[src/sv/fpba_pkg.sv]
package fpba_pkg;

  localparam int NUM_BLOCKS = 16;
  localparam int SIZE_BITS  = 16;
  localparam int SLOT_BITS  = (NUM_BLOCKS > 1) ? $clog2(NUM_BLOCKS) : 1;
  localparam int CNT_BITS   = 5;
  localparam int CFG_BITS   = 5;
  localparam int CFG_IDX_BITS = 1;

  // operation codes
  localparam logic OP_LOAD  = 1'b0;
  localparam logic OP_ALLOC = 1'b1;

  // placement policies; the unused code behaves as first fit
  localparam logic [1:0] POL_FIRST = 2'd0;
  localparam logic [1:0] POL_BEST  = 2'd1;
  localparam logic [1:0] POL_WORST = 2'd2;

  // configuration register indexes
  localparam logic [CFG_IDX_BITS-1:0] CFG_POLICY = 1'b0;
  localparam logic [CFG_IDX_BITS-1:0] CFG_BLOCKS = 1'b1;

  typedef enum logic [1:0] {
    ST_IDLE,
    ST_SCAN,
    ST_DRAIN,
    ST_FINISH
  } state_e;

  typedef struct packed {
    logic load_wr;
    logic start;
    logic rd_en;
    logic scan_inc;
    logic finish;
  } ctl_cmd_t;

  typedef struct packed {
    logic last;
    logic none_in_use;
    logic out_busy;
  } dp_stat_t;

endpackage

[src/sv/fpba_ctrl.sv]
module fpba_ctrl import fpba_pkg::*; (
  input  logic     clk_i,
  input  logic     rst_ni,
  input  logic     in_valid_i,
  input  logic     operation_i,
  input  dp_stat_t stat_i,
  output logic     in_stall_o,
  output ctl_cmd_t cmd_o
);

  state_e state_q, state_d;

  always_ff @(posedge clk_i or negedge rst_ni) begin
    if (!rst_ni) begin
      state_q <= ST_IDLE;
    end else begin
      state_q <= state_d;
    end
  end

  always_comb begin
    state_d    = state_q;
    cmd_o      = '0;
    in_stall_o = 1'b1;
    case (state_q)
      ST_IDLE: begin
        in_stall_o = 1'b0;
        if (in_valid_i) begin
          if (operation_i == OP_LOAD) begin
            cmd_o.load_wr = 1'b1;
          end else begin
            cmd_o.start = 1'b1;
            state_d = stat_i.none_in_use ? ST_FINISH : ST_SCAN;
          end
        end
      end
      ST_SCAN: begin
        cmd_o.rd_en = 1'b1;
        if (stat_i.last) begin
          state_d = ST_DRAIN;
        end else begin
          cmd_o.scan_inc = 1'b1;
        end
      end
      // let the last entry's compare land
      ST_DRAIN: begin
        state_d = ST_FINISH;
      end
      ST_FINISH: begin
        if (!stat_i.out_busy) begin
          cmd_o.finish = 1'b1;
          state_d = ST_IDLE;
        end
      end
      default: begin
        state_d = ST_IDLE;
      end
    endcase
  end

endmodule

[src/sv/fpba_datapath.sv]
module fpba_datapath import fpba_pkg::*; (
  input  logic                 clk_i,
  input  logic                 rst_ni,
  input  ctl_cmd_t             cmd_i,
  output dp_stat_t             stat_o,
  input  logic                 cfg_wr_i,
  input  logic [CFG_IDX_BITS-1:0] cfg_index_i,
  input  logic [CFG_BITS-1:0]  cfg_data_i,
  input  logic [SLOT_BITS-1:0] block_slot_i,
  input  logic [SIZE_BITS-1:0] amount_i,
  input  logic                 out_stall_i,
  output logic                 out_valid_o,
  output logic                 granted_o,
  output logic [SLOT_BITS-1:0] chosen_slot_o,
  output logic [SIZE_BITS-1:0] left_over_o
);

  logic [1:0]          policy_q;
  logic [CNT_BITS-1:0] blocks_q;

  logic [SIZE_BITS-1:0] mem_q [NUM_BLOCKS];
  logic [NUM_BLOCKS-1:0] valid_q;

  logic [SLOT_BITS-1:0] idx_q;
  logic [SIZE_BITS-1:0] amount_q;
  logic [SIZE_BITS-1:0] rd_data_q;
  logic                 rd_ok_q;
  logic                 cmp_en_q;
  logic [SLOT_BITS-1:0] cmp_idx_q;
  logic                 found_q;
  logic [SIZE_BITS-1:0] best_q;
  logic [SLOT_BITS-1:0] best_idx_q;

  logic                 out_valid_q;
  logic                 granted_q;
  logic [SLOT_BITS-1:0] slot_q;
  logic [SIZE_BITS-1:0] left_q;

  logic [CNT_BITS-1:0]  count;
  logic [SIZE_BITS-1:0] entry_size;
  logic [SIZE_BITS-1:0] remain;
  logic                 fits;
  logic                 take;
  logic                 wr_en;
  logic [SLOT_BITS-1:0] wr_addr;
  logic [SIZE_BITS-1:0] wr_data;

  always_ff @(posedge clk_i or negedge rst_ni) begin
    if (!rst_ni) begin
      policy_q <= POL_FIRST;
      blocks_q <= CNT_BITS'(16);
    end else if (cfg_wr_i) begin
      if (cfg_index_i == CFG_POLICY) begin
        policy_q <= cfg_data_i[1:0];
      end else begin
        blocks_q <= cfg_data_i[CNT_BITS-1:0];
      end
    end
  end

  // saturate the scan length to the table depth
  assign count = (blocks_q > CNT_BITS'(NUM_BLOCKS)) ? CNT_BITS'(NUM_BLOCKS) : blocks_q;

  assign stat_o.none_in_use = (count == '0);
  assign stat_o.last        = (CNT_BITS'(idx_q) == count - CNT_BITS'(1));
  assign stat_o.out_busy    = out_valid_q && out_stall_i;

  // single write port: loads and the final update never meet
  assign remain  = best_q - amount_q;
  assign wr_en   = cmd_i.load_wr || (cmd_i.finish && found_q);
  assign wr_addr = cmd_i.load_wr ? block_slot_i : best_idx_q;
  assign wr_data = cmd_i.load_wr ? amount_i : remain;

  always_ff @(posedge clk_i) begin
    if (wr_en) begin
      mem_q[wr_addr] <= wr_data;
    end
    if (cmd_i.rd_en) begin
      rd_data_q <= mem_q[idx_q];
    end
  end

  always_ff @(posedge clk_i or negedge rst_ni) begin
    if (!rst_ni) begin
      valid_q <= '0;
    end else if (wr_en) begin
      valid_q[wr_addr] <= 1'b1;
    end
  end

  always_ff @(posedge clk_i or negedge rst_ni) begin
    if (!rst_ni) begin
      idx_q    <= '0;
      cmp_en_q <= 1'b0;
      rd_ok_q  <= 1'b0;
    end else begin
      cmp_en_q <= cmd_i.rd_en;
      if (cmd_i.rd_en) begin
        rd_ok_q <= valid_q[idx_q];
      end
      if (cmd_i.start) begin
        idx_q <= '0;
      end else if (cmd_i.scan_inc) begin
        idx_q <= idx_q + SLOT_BITS'(1);
      end
    end
  end

  always_ff @(posedge clk_i) begin
    cmp_idx_q <= idx_q;
    if (cmd_i.start) begin
      amount_q <= amount_i;
    end
  end

  // an entry never written reads as zero
  assign entry_size = rd_ok_q ? rd_data_q : '0;
  assign fits = (entry_size >= amount_q);

  always_comb begin
    take = 1'b0;
    if (fits) begin
      if (!found_q) begin
        take = 1'b1;
      end else if (policy_q == POL_BEST) begin
        take = (entry_size <= best_q);
      end else if (policy_q == POL_WORST) begin
        take = (entry_size > best_q);
      end
    end
  end

  always_ff @(posedge clk_i or negedge rst_ni) begin
    if (!rst_ni) begin
      found_q <= 1'b0;
    end else if (cmd_i.start) begin
      found_q <= 1'b0;
    end else if (cmp_en_q && take) begin
      found_q <= 1'b1;
    end
  end

  always_ff @(posedge clk_i) begin
    if (cmp_en_q && take) begin
      best_q     <= entry_size;
      best_idx_q <= cmp_idx_q;
    end
  end

  always_ff @(posedge clk_i or negedge rst_ni) begin
    if (!rst_ni) begin
      out_valid_q <= 1'b0;
    end else if (cmd_i.finish) begin
      out_valid_q <= 1'b1;
    end else if (!out_stall_i) begin
      out_valid_q <= 1'b0;
    end
  end

  always_ff @(posedge clk_i) begin
    if (cmd_i.finish) begin
      granted_q <= found_q;
      slot_q    <= found_q ? best_idx_q : '0;
      left_q    <= found_q ? remain : '0;
    end
  end

  assign out_valid_o   = out_valid_q;
  assign granted_o     = granted_q;
  assign chosen_slot_o = slot_q;
  assign left_over_o   = left_q;

endmodule

[src/sv/fit_policy_block_allocator.sv]
// Fit-policy block allocator. Holds the free size of up to NUM_BLOCKS blocks
// in a small table (all zero after reset). A load word (operation 0) writes
// one entry and returns nothing. An allocate word (operation 1) scans
// entries 0 to min(blocks_in_use, NUM_BLOCKS)-1 one per cycle through the
// table's single read port, picks an entry by the policy register (first,
// best or worst fit), subtracts the request from it and returns one result
// word. After the scan it passes a drain state and a finish state before the
// result register is loaded; a result word still held by out_stall_i delays
// the finish. The scan length is set by the one-entry-per-cycle table read.
// Configuration writes are always ready and must be made while the block is
// idle.
module fit_policy_block_allocator import fpba_pkg::*; (
  input  logic                    clk_i,
  input  logic                    rst_ni,
  input  logic                    cfg_valid_i,
  output logic                    cfg_ready_o,
  input  logic [CFG_IDX_BITS-1:0] cfg_index_i,
  input  logic [CFG_BITS-1:0]     cfg_data_i,
  input  logic                    in_valid_i,
  output logic                    in_stall_o,
  input  logic                    operation_i,
  input  logic [SLOT_BITS-1:0]    block_slot_i,
  input  logic [SIZE_BITS-1:0]    amount_i,
  output logic                    out_valid_o,
  input  logic                    out_stall_i,
  output logic                    granted_o,
  output logic [SLOT_BITS-1:0]    chosen_slot_o,
  output logic [SIZE_BITS-1:0]    left_over_o
);

  ctl_cmd_t cmd;
  dp_stat_t stat;

  assign cfg_ready_o = 1'b1;

  fpba_ctrl u_ctrl (
    .clk_i       (clk_i),
    .rst_ni      (rst_ni),
    .in_valid_i  (in_valid_i),
    .operation_i (operation_i),
    .stat_i      (stat),
    .in_stall_o  (in_stall_o),
    .cmd_o       (cmd)
  );

  fpba_datapath u_datapath (
    .clk_i         (clk_i),
    .rst_ni        (rst_ni),
    .cmd_i         (cmd),
    .stat_o        (stat),
    .cfg_wr_i      (cfg_valid_i && cfg_ready_o),
    .cfg_index_i   (cfg_index_i),
    .cfg_data_i    (cfg_data_i),
    .block_slot_i  (block_slot_i),
    .amount_i      (amount_i),
    .out_stall_i   (out_stall_i),
    .out_valid_o   (out_valid_o),
    .granted_o     (granted_o),
    .chosen_slot_o (chosen_slot_o),
    .left_over_o   (left_over_o)
  );

endmodule

[config.mk]
export PLATFORM = sky130hd
export DESIGN_NAME = fit_policy_block_allocator
export DESIGN_NICKNAME = d
export VERILOG_FILES = /design/src/sv/fpba_pkg.sv /design/src/sv/fpba_ctrl.sv /design/src/sv/fpba_datapath.sv /design/src/sv/fit_policy_block_allocator.sv
export SDC_FILE = /design/constraint.sdc
export NUM_CORES = 1
export LEC_CHECK = 0
export ABC_AREA = 1
export BUFFER_PORTS_ARGS = -buffer_cell sky130_fd_sc_hd__clkbuf_2
export CORE_ASPECT_RATIO = 2
export CORE_MARGIN = 2
export CORE_UTILIZATION = 60
export CTS_CLUSTER_SIZE = 12
export DETAILED_ROUTE_END_ITERATION = 8
export GPL_TIMING_DRIVEN = 0
export PLACE_DENSITY = 0.79
export SLEW_MARGIN = 15
export SYNTH_ARGS = -nofsm -noshare
export SYNTH_HDL_FRONTEND = slang
export SYNTH_SLANG_ARGS = --single-unit
[constraint.sdc]
create_clock -name clk_i -period 4 [get_ports clk_i]
set_clock_uncertainty 0.2 [all_clocks]
set_input_delay 0.4 -clock clk_i [delete_from_list [all_inputs] [get_ports clk_i]]
set_output_delay 0.4 -clock clk_i [all_outputs]
set_load 0.02 [all_outputs]
; ---- Yosys cells after proc, flatten, opt, wreduce, memory -nomap -nowiden
; Memory sizes are Yosys's and may differ from the RTL's. A register that Yosys moved wholly into a read port is not among the register bits.
; Cells that the tools add are included.
[totals]
n_memories = 1
latchBits = 0
ramBits = 256
romBits = 0
register_bits = 94
[classes]
n_shift = 0
eq_ne = 11
multipliers = 0
reduce_logical = 12
n_mux = 35
order_cmp = 7
div_mod_pow = 0
bitwise = 2
add_sub_neg = 3
[mem_list]
columns = memory, words, width, read_ports, rd_ports_with_merged_regs, wr, line
row1 = u_datapath.mem_q, 16, 16, 1, 1, 1, fpba_datapath.sv:21  ; logic [SIZE_BITS-1:0] mem_q [NUM_BLOCKS];
[ops]
columns = operator, count
row1 = two-way mux 16 bit, 2
row2 = two-way mux 1 bit, 18
row3 = greater-or-equal comparator 16 bit, 1
row4 = greater-than comparator 16 bit, 1
row5 = <= comparator 16 bit, 1
row6 = two-way mux 2 bit, 8
row7 = OR 16 bit, 1
row8 = subtractor 16 bit, 1
row9 = two-way mux 4 bit, 3
row10 = less-than comparator 4 x 5 -> 1 bit (second input constant), 2
row11 = inequality test 2 bit (second input constant), 4
row12 = one-hot mux 2 bit (4 select lines), 1
row13 = == test 2 bit (second input constant), 3
row14 = == test 4 x 5 -> 1 bit, 1
row15 = greater-than comparator 5 bit (second input constant), 1
row16 = zero test 5 bit, 1
row17 = two-way mux 5 bit, 1
row18 = subtractor 5 x 1 -> 5 bit (second input constant), 1
row19 = adder 4 x 1 -> 4 bit (second input constant), 1
row20 = binary-select mux 1 bit (select 4 bit), 1
row21 = demux 1 bit (select 4 bit), 1
row22 = == test 2 x 1 -> 1 bit (second input constant), 2
row23 = greater-or-equal comparator 4 x 1 -> 1 bit (second input constant), 1
row24 = logical AND 1 bit, 4
row25 = 7 further kinds, 9

; ---- Depth between registers and ports, before layout
; Gate-level depths: netlist (run 1).
[depth]
word_depth = 9
mapped_depth = 18
mapped_depth_nobuf = 16

; ---- Hierarchy
; A second synthesis (run 1) with hierarchy kept.
[hier_totals]
cells_unflattened = 1319
area_unflattened_um2 = 15922.8
[modules_own_cells]
columns = mod, cells_each, n_inst, area_each_um2, seq_area_each_um2
row1 = fpba_datapath, 1282, 1, 15697.6, 10736.5
row2 = fpba_ctrl, 35, 1, 214.0, 50.0
row3 = fit_policy_block_allocator, 2, 1, 11.3, 0.0

; ---- Worst setup path before layout (run 1)
; Ideal clock, no wire load.
[synth_path]
path_kind = register to register
from = reg u_ctrl.state_q[0]
to = mem u_datapath.mem_q[10][0], enable pin
period_less_slack_ns = 3.400
stages_incl_launch_ff = 8
setup_ns = 0.389
slack_ns = 0.600
arrival_ns = 2.811
n_path_buf = 0
required_time_ns = 3.411
cell_sequence = dfrtp_1 ha_1 inv_1 a21oi_1 nand2_1 nand2_1 nand3_1 nor2_1
[synth_lines]
columns = item, line
row1 = start: declaration, fpba_ctrl.sv:11  ; state_e state_q, state_d;
row2 = start signal: assignment, fpba_ctrl.sv:17  ; state_q <= state_d;
row3 = end: declaration, fpba_datapath.sv:21

; ---- Worst setup path in the final report (run 1)
[layout_path]
from = reg u_datapath.rd_ok_q
to = reg u_datapath.best_q[12], enable pin
[layout_via]
elab_chain_len = 7
[layout_rtl]
columns = item, line
row1 = start: declaration, fpba_datapath.sv:27  ; logic rd_ok_q;
row2 = start signal: assignment, fpba_datapath.sv:99  ; rd_ok_q <= valid_q[idx_q];
row3 = two-way mux 16 bit *, fpba_datapath.sv:117  ; assign entry_size = rd_ok_q ? rd_data_q : '0;
row4 = net u_datapath.entry_size[15], fpba_datapath.sv:40  ; logic [SIZE_BITS-1:0] entry_size;
row5 = greater-than comparator 16 bit, fpba_datapath.sv:128  ; take = (entry_size > best_q);
row6 = two-way mux 1 bit, fpba_datapath.sv:127  ; end else if (policy_q == POL_WORST) begin
row7 = two-way mux 1 bit, fpba_datapath.sv:125  ; end else if (policy_q == POL_BEST) begin
row8 = two-way mux 1 bit, fpba_datapath.sv:123  ; if (!found_q) begin
row9 = two-way mux 1 bit *, fpba_datapath.sv:122  ; if (fits) begin
row10 = logical AND 1 bit *, fpba_datapath.sv:144  ; if (cmp_en_q && take) begin
row11 = end signal: assignment, fpba_datapath.sv:145  ; best_q <= entry_size;
row12 = end: declaration, fpba_datapath.sv:31  ; logic [SIZE_BITS-1:0] best_q;
; Mark *: on every way through the listed nets, which the timed path passes. The rest lies on a longest branch.
; A chain may end at the register's enable or synchronous reset.

==> impl_metrics.toml, run 1 <==
[synthesis]
synth_cell_type_count = 45
syn_area_sq_um = 15770
syn_nets = 1418
synth_most_common_cell = "edfxtp_1"
yosysTopAreaCellShare = 0.6266
yosys.area.top_type = "edfxtp_1"
postSynthAreaPerCell_sq_um = 11.83
yosysWarnings = 0
synthTopCellsByArea = "edfxtp_1, nand2_1, dfrtp_1"
ys_seq_area_frac = 0.6842
ys_seq_elements = 366
synth_edf_count = 329
ys_top_cells_by_count = "edfxtp_1, nand2_1, nor2_1"
synthArstFlopShare = 0.09016
syn_inst = 1333
synth_flop_cell = "edfxtp_1"

[placed_design]
pre_cts_slack_ns = 0.2059
dp.final_hpwl_microns = 29870
gp_congestion = 0.9271
place_inst = 1762
port_buffers = 54

[floorplanning]
die-height_microns = 233.2
pin_count = 56
die_area_sq_um = 27670
core_area_sq_um = 26070
die_w_microns = 118.6
start_util = 0.6049
num_rows = 84

[clock_network]
cts_buffers = 36
root_buffer = "clkbuf_16"
cts_tree = "yes"
insertion_delay_ns = 0.54
clkTransAtPathRegs_ns = 0.06
h-tree-depth = 2
cts_buffer_depth = 3
post_cts.repair.setup_buffers = 0
cts_sinks = 366

[timing]
period_needed_ns = 3.688
finalCritPeriodShare = 0.9220
worst_slew_pin_slew_ns = 1.153
slew_headroom = 0.2263
hold_viol = 0
slew_violations = 0
setup_slack_ns = 0.3118
fmax_ghz = 0.2711
rsz0062_at_grt = "false"
setup-violations-final = 0

[setup_path]
path_class = "reg -> reg"
arrival_ns = 3.73
path_max_fanout = 12
worst-endpoint-required_ns = 4.04
r2r_setup_slack_ns = 0.31
worst-r2r-cell-count = 14
timing.rr.start = "u_datapath.rd_ok_q"
startpoint_type = "register"
timing.rr.end = "u_datapath.best_q[12]"
cp-end-kind = "register"

[final_layout]
n_fill_cell = 1783
nNetsFinal = 1565
fin_cells = 1839
drive_gt1_frac = 0.1197
diodes = 0
area_delta_synth_final_pct = 14.96
final_util = 0.6954

[hold_path]
min_path_cells = 4
min_from = "cfg_index_i"
min_to = "u_datapath.policy_q[0]"
hp-class = "in -> reg"

[run]
maxCapViolCount = 0

[routing]
drt_first_pass_iters = 6
drt_iter0_markers = 1631
via_per_inst = 6.272
wl_microns = 43110
drc = 0
ant_nets = 0
wl_per_cell_microns = 23.44
vias = 11540

[grt]
grt_pass1_vias = 11510
grtUsageTotal = 0.3162
antenna_found_initial = 0
grt_pass1_wl_microns = 65290
gr-total-overflow = 0
grt_max_degree = 34

[run_status]
run_status = "complete, no violations"

[power]
leakage_nw = 6.998
p_per_area_nw_per_um2 = 686.8
ir_worst_vdd_uv = 603.3
[cells by family after synthesis]
family,Yosys count,synth area share
multiplexers,2,0.001349
XOR/XNOR,18,0.009999
AND/OR/NAND/NOR,451,0.1202
other,1,0.0002378
AO/OA/AOI/OAI,282,0.1025
flip-flops,366,0.6842
buffers and inverters,160,0.03905
adder cells (fa/ha/maj),53,0.04254
[power breakdown]
| group | internal [W] | total [W] | switching (W) | leakage, nW |
|---|---|---|---|---|
| registers | 0.00506 | 0.00524 | 0.000181 | 3.43 |
| logic | 0.00110 | 0.00417 | 0.00307 | 3.09 |
| clock network | 0.00166 | 0.00304 | 0.00138 | 0.484 |
[routing by layer]
layer / track usage / up-vias / wire length [microns]
li1: - / 5035 / -
met1: 0.3937 / 5544 / 14960
met2: 0.5214 / 769 / 21390
met3: 0.04565 / 187 / 3824
met4: 0.1975 / 0 / 2944
met5: 0 / - / 0
[state kept, by name, summed over array words and instances, names as in the netlist, 4 cells and up]
| register | flops |
|---|---|
| u_datapath.cmp_idx_q | 4 |
| u_datapath.valid_q | 16 |
| u_datapath.best_q | 16 |
| u_datapath.amount_q | 16 |
| u_datapath.rd_data_q | 16 |
| u_datapath.chosen_slot_o | 4 |
| u_datapath.best_idx_q | 4 |
| u_datapath.blocks_q | 5 |
| u_datapath.idx_q | 4 |
| u_datapath.left_over_o | 16 |
| u_datapath.mem_q | 256 |
[critical path, cell delays in order (launching register included)]
cell	delay, ns
dfrtp_1	0.34
buf_2	0.22
buf_1	0.35
nand2_1	0.18
inv_1	0.17
ha_1	0.17
nand2_1	0.11
nor4_2	0.46
nand4_1	0.21
nand2_1	0.12
nand2_1	0.05
nand3_1	0.07
nand2_1	0.07
nor2_2	0.42
buf_8	0.24
[how the worst max path moves through the flow]
stage,startpoint,endpoint,slack (ns),cells past startpoint
floorplan,u_ctrl.state_q[0],u_datapath.mem_q[10][0],0.60,7
global placement,u_ctrl.state_q[0],u_datapath.mem_q[8][12],-0.98,7
detailed placement,u_datapath.rd_ok_q,u_datapath.best_q[12],0.21,14
CTS,u_datapath.rd_ok_q,u_datapath.best_q[10],0.15,14
global route,u_datapath.rd_ok_q,u_datapath.best_q[5],0.1,14
finish,u_datapath.rd_ok_q,u_datapath.best_q[12],0.31,14
[per-stage QoR]
step                power, W  TNS, ns  hold slack, ns  cell area (sq um)
floorplan           0.007619        0        -0.09559              15770
global placement    0.008997  -255.16          0.1511              16470
detailed placement  0.009291        0          0.1512              16870
CTS                  0.01234        0         0.01430              18120
global route         0.01295        0         0.05900              18120
finish               0.01245        0         0.03827              18120
[placed cells by master (no fill, tap or decap), types with 2 or more instances in the layout]
master	instances
o21ai_1	15
o21bai_1	2
dfxtp_1	4
nand4_1	20
a21boi_0	2
o221ai_1	12
clkbuf_2	54
a21oi_1	72
or2_2	5
buf_6	8
dfrtp_1	32
o21ai_2	8
nor2_2	17
clkinv_8	3
ha_1	52
nand3_1	46
nor2_1	117
clkbuf_16	36
a221oi_1	19
xor2_1	13
o22ai_1	25
buf_1	3
nand2_1	218
dlygate4sd3_1	24
buf_4	14
inv_2	5
o21ai_0	115
buf_8	10
o21a_1	2
inv_1	96
nand2_2	2
a21o_1	5
clkbuf_1	59
nand3b_1	3
nor3_1	3
edfxtp_1	329
xnor2_1	5
or2_1	15
buf_2	9
[what timing repair did]
action                     4_1_cts  5_1_grt
hold endpoints to repair        56        0
setup endpoints to repair        0       12
gates resized for setup          0        1
hold buffers                    24        0
[final cells by class]
type	count	area, sq um	area share
sequential	366	10790	0.5951
multi-input combinational	807	4441	0.2450
inverter	101	379.1	0.02092
clock inverter	4	53.80	0.002968
tap	344	430.4	0.02375
clock buffer	49	949.7	0.05240
buffer	59	236.5	0.01305
timing repair buffer	109	848.3	0.04680
Power figures use the tool's default switching activity.
==> run 2: changes to the inputs <==
--- a/config.mk
+++ b/config.mk
@@ -13,7 +13,7 @@
 export CTS_CLUSTER_SIZE = 12
 export DETAILED_ROUTE_END_ITERATION = 8
 export GPL_TIMING_DRIVEN = 0
-export PLACE_DENSITY = 0.79
+export PLACE_DENSITY = 0.78
 export SLEW_MARGIN = 15
 export SYNTH_ARGS = -nofsm -noshare
 export SYNTH_HDL_FRONTEND = slang
==> impl_metrics.toml, run 2 (synthesis results as in run 1) <==
[grt]
antenna_found_initial = 0
grt_pass1_vias = 11240
grt_max_degree = 34
gr-usage-met1 = 0.3883
grtUsageTotal = 0.3125
met3_usage = 0.04028
grt-busiest-layer = "met2"
gr-total-overflow = 0
grt_use_met2 = 0.5108
grt_pass1_wl_microns = 64160

[clock_network]
clkTransAtPathRegs_ns = 0.06
post_cts.repair.setup_buffers = 0
cts_buffer_depth = 3
insertion_delay_ns = 0.54
h-tree-depth = 2
cts_sinks = 366
cts_tree = "yes"
cts_buffers = 36
root_buffer = "clkbuf_16"

[final_layout]
diodes = 0
fin_cells = 1840
final_util = 0.6948
drive_gt1_frac = 0.1197
final_common_cell = "edfxtp_1"
n_fill_cell = 1815
mostFrequentLayoutCells = "edfxtp_1, nand2_1, nor2_1"
largest-register = "u_datapath.mem_q"
nNetsFinal = 1564
area_delta_synth_final_pct = 14.87
largest_reg_flops = 256

[hold_path]
hp-class = "in -> reg"
min_from = "cfg_valid_i"

[timing]
setup_tns_ns = 0
slew_violations = 0
setup-violations-final = 0
finalCritPeriodShare = 0.8925
worst_slew_pin_slew_ns = 1.096
slew_headroom = 0.2693
rsz0062_at_grt = "false"
hold_viol = 0
period_needed_ns = 3.570
fmax_ghz = 0.2801
holdWs_ns = 0.007389

[setup_path]
critPathLaunch = "u_datapath.rd_ok_q"
path_class = "reg -> reg"
timing.rr.start = "u_datapath.rd_ok_q"
cp_cell_sequence = "buf_2 > buf_1 > nand2_1 > inv_1 > ha_1 > nand2_1 > nor4_2 > nand4_1 > nand2_1 > nand2_1 > nand3_1 > nand2_1 > nor2_2 > buf_8"
arrival_ns = 3.60
startpoint_type = "register"
cp-end-kind = "register"
slowest_delay_ns = 0.43
path_max_fanout = 13
worst-endpoint-required_ns = 4.03
cpMostUsedCell = "nand2_1"
slowest_stage = "nor4_2"

[floorplanning]
die_w_microns = 118.6
die-height_microns = 233.2
core_area_sq_um = 26070
die_area_sq_um = 27670
num_rows = 84
pin_count = 56
start_util = 0.6049

[power]
p_sw_w = 0.004626
ir_worst_vdd_uv = 408.3
p_per_area_nw_per_um2 = 688.7
finalPower_w = 0.01247
leakage_nw = 6.994
intPower_w = 0.007847
combPwrFrac = 0.335
p_clk_frac = 0.245
switching_share = 0.3709
pwr-share-seq = 0.420

[run_status]
run_status = "complete, no violations"

[routing]
wl_microns = 43060
wl_per_cell_microns = 23.40
via_per_inst = 6.200
drt_iter0_markers = 1352
drc = 0
ant_nets = 0
drt_first_pass_iters = 6
vias = 11410

[placed_design]
dp.final_hpwl_microns = 29640
port_buffers = 54
gp_congestion = 0.9510
place_inst = 1762

[run]
maxCapViolCount = 0
run 2: layout make-up:
cell class              count  area (sq um)  share of cell area
repair buffers            108         830.8             0.04587
plain buffers              59         236.5             0.01306
clock inverters             3         21.27            0.001174
clock buffers              52         982.2             0.05423
well taps                 344         430.4             0.02377
multi-input cells         807          4444              0.2454
inverters                 101         379.1             0.02093
flip-flops and latches    366         10790              0.5956
run 2: worst paths after layout:
check | end | slack, ns | cells past startpoint
min in group asynchronous | u_datapath.valid_q[4] | 0.34 | 2
max | u_datapath.best_q[12] | 0.43 | 14
max in group asynchronous | u_ctrl.state_q[1] | 2.68 | 2
min reg2reg | u_datapath.cmp_idx_q[2] | 0.17 | 0
max reg2reg | u_datapath.best_q[12] | 0.43 | 14
min | u_datapath.policy_q[0] | 0.007 | 3
run 2: through the flow:
stage | instance area (sq um) | setup slack, ns
global route | 18110 | 0.1520
finish | 18110 | 0.4299
detailed placement | 16870 | 0.3219
floorplan | 15770 | 0.5999
global placement | 16470 | -1.041
CTS | 18100 | 0.2667
run 2: timing repair:
action,CTS,global route
gates resized for setup,0,1
hold buffers,23,0
endpoints found under the hold margin,56,0
setup endpoints to repair,0,13
run 2: critical path: cells and delay by family, from the launching register on:
kind          cells  cell delay (ns)
fa+ha+maj         1             0.18
buf+inv           4             0.98
flops             1             0.33
simple gates      9             1.56
run 2: power by group through the flow:
stage | Combinational (W) | Sequential [W] | Clock, W
global route | 0.00447 | 0.00527 | 0.00320
finish | 0.00418 | 0.00524 | 0.00306
global placement | 0.00372 | 0.00533 | 0
CTS | 0.00407 | 0.00523 | 0.00306
detailed placement | 0.00401 | 0.00530 | 0
floorplan | 0.00231 | 0.00531 | 0
run 2: routing by layer:
| metal | vias up | share of wire | wire (microns) |
|---|---|---|---|
| met5 | - | 0 | 0 |
| met3 | 174 | 0.080 | 3459 |
| li1 | 5030 | - | - |
| met1 | 5475 | 0.35 | 15240 |
| met4 | 0 | 0.074 | 3181 |
| met2 | 729 | 0.49 | 21170 |
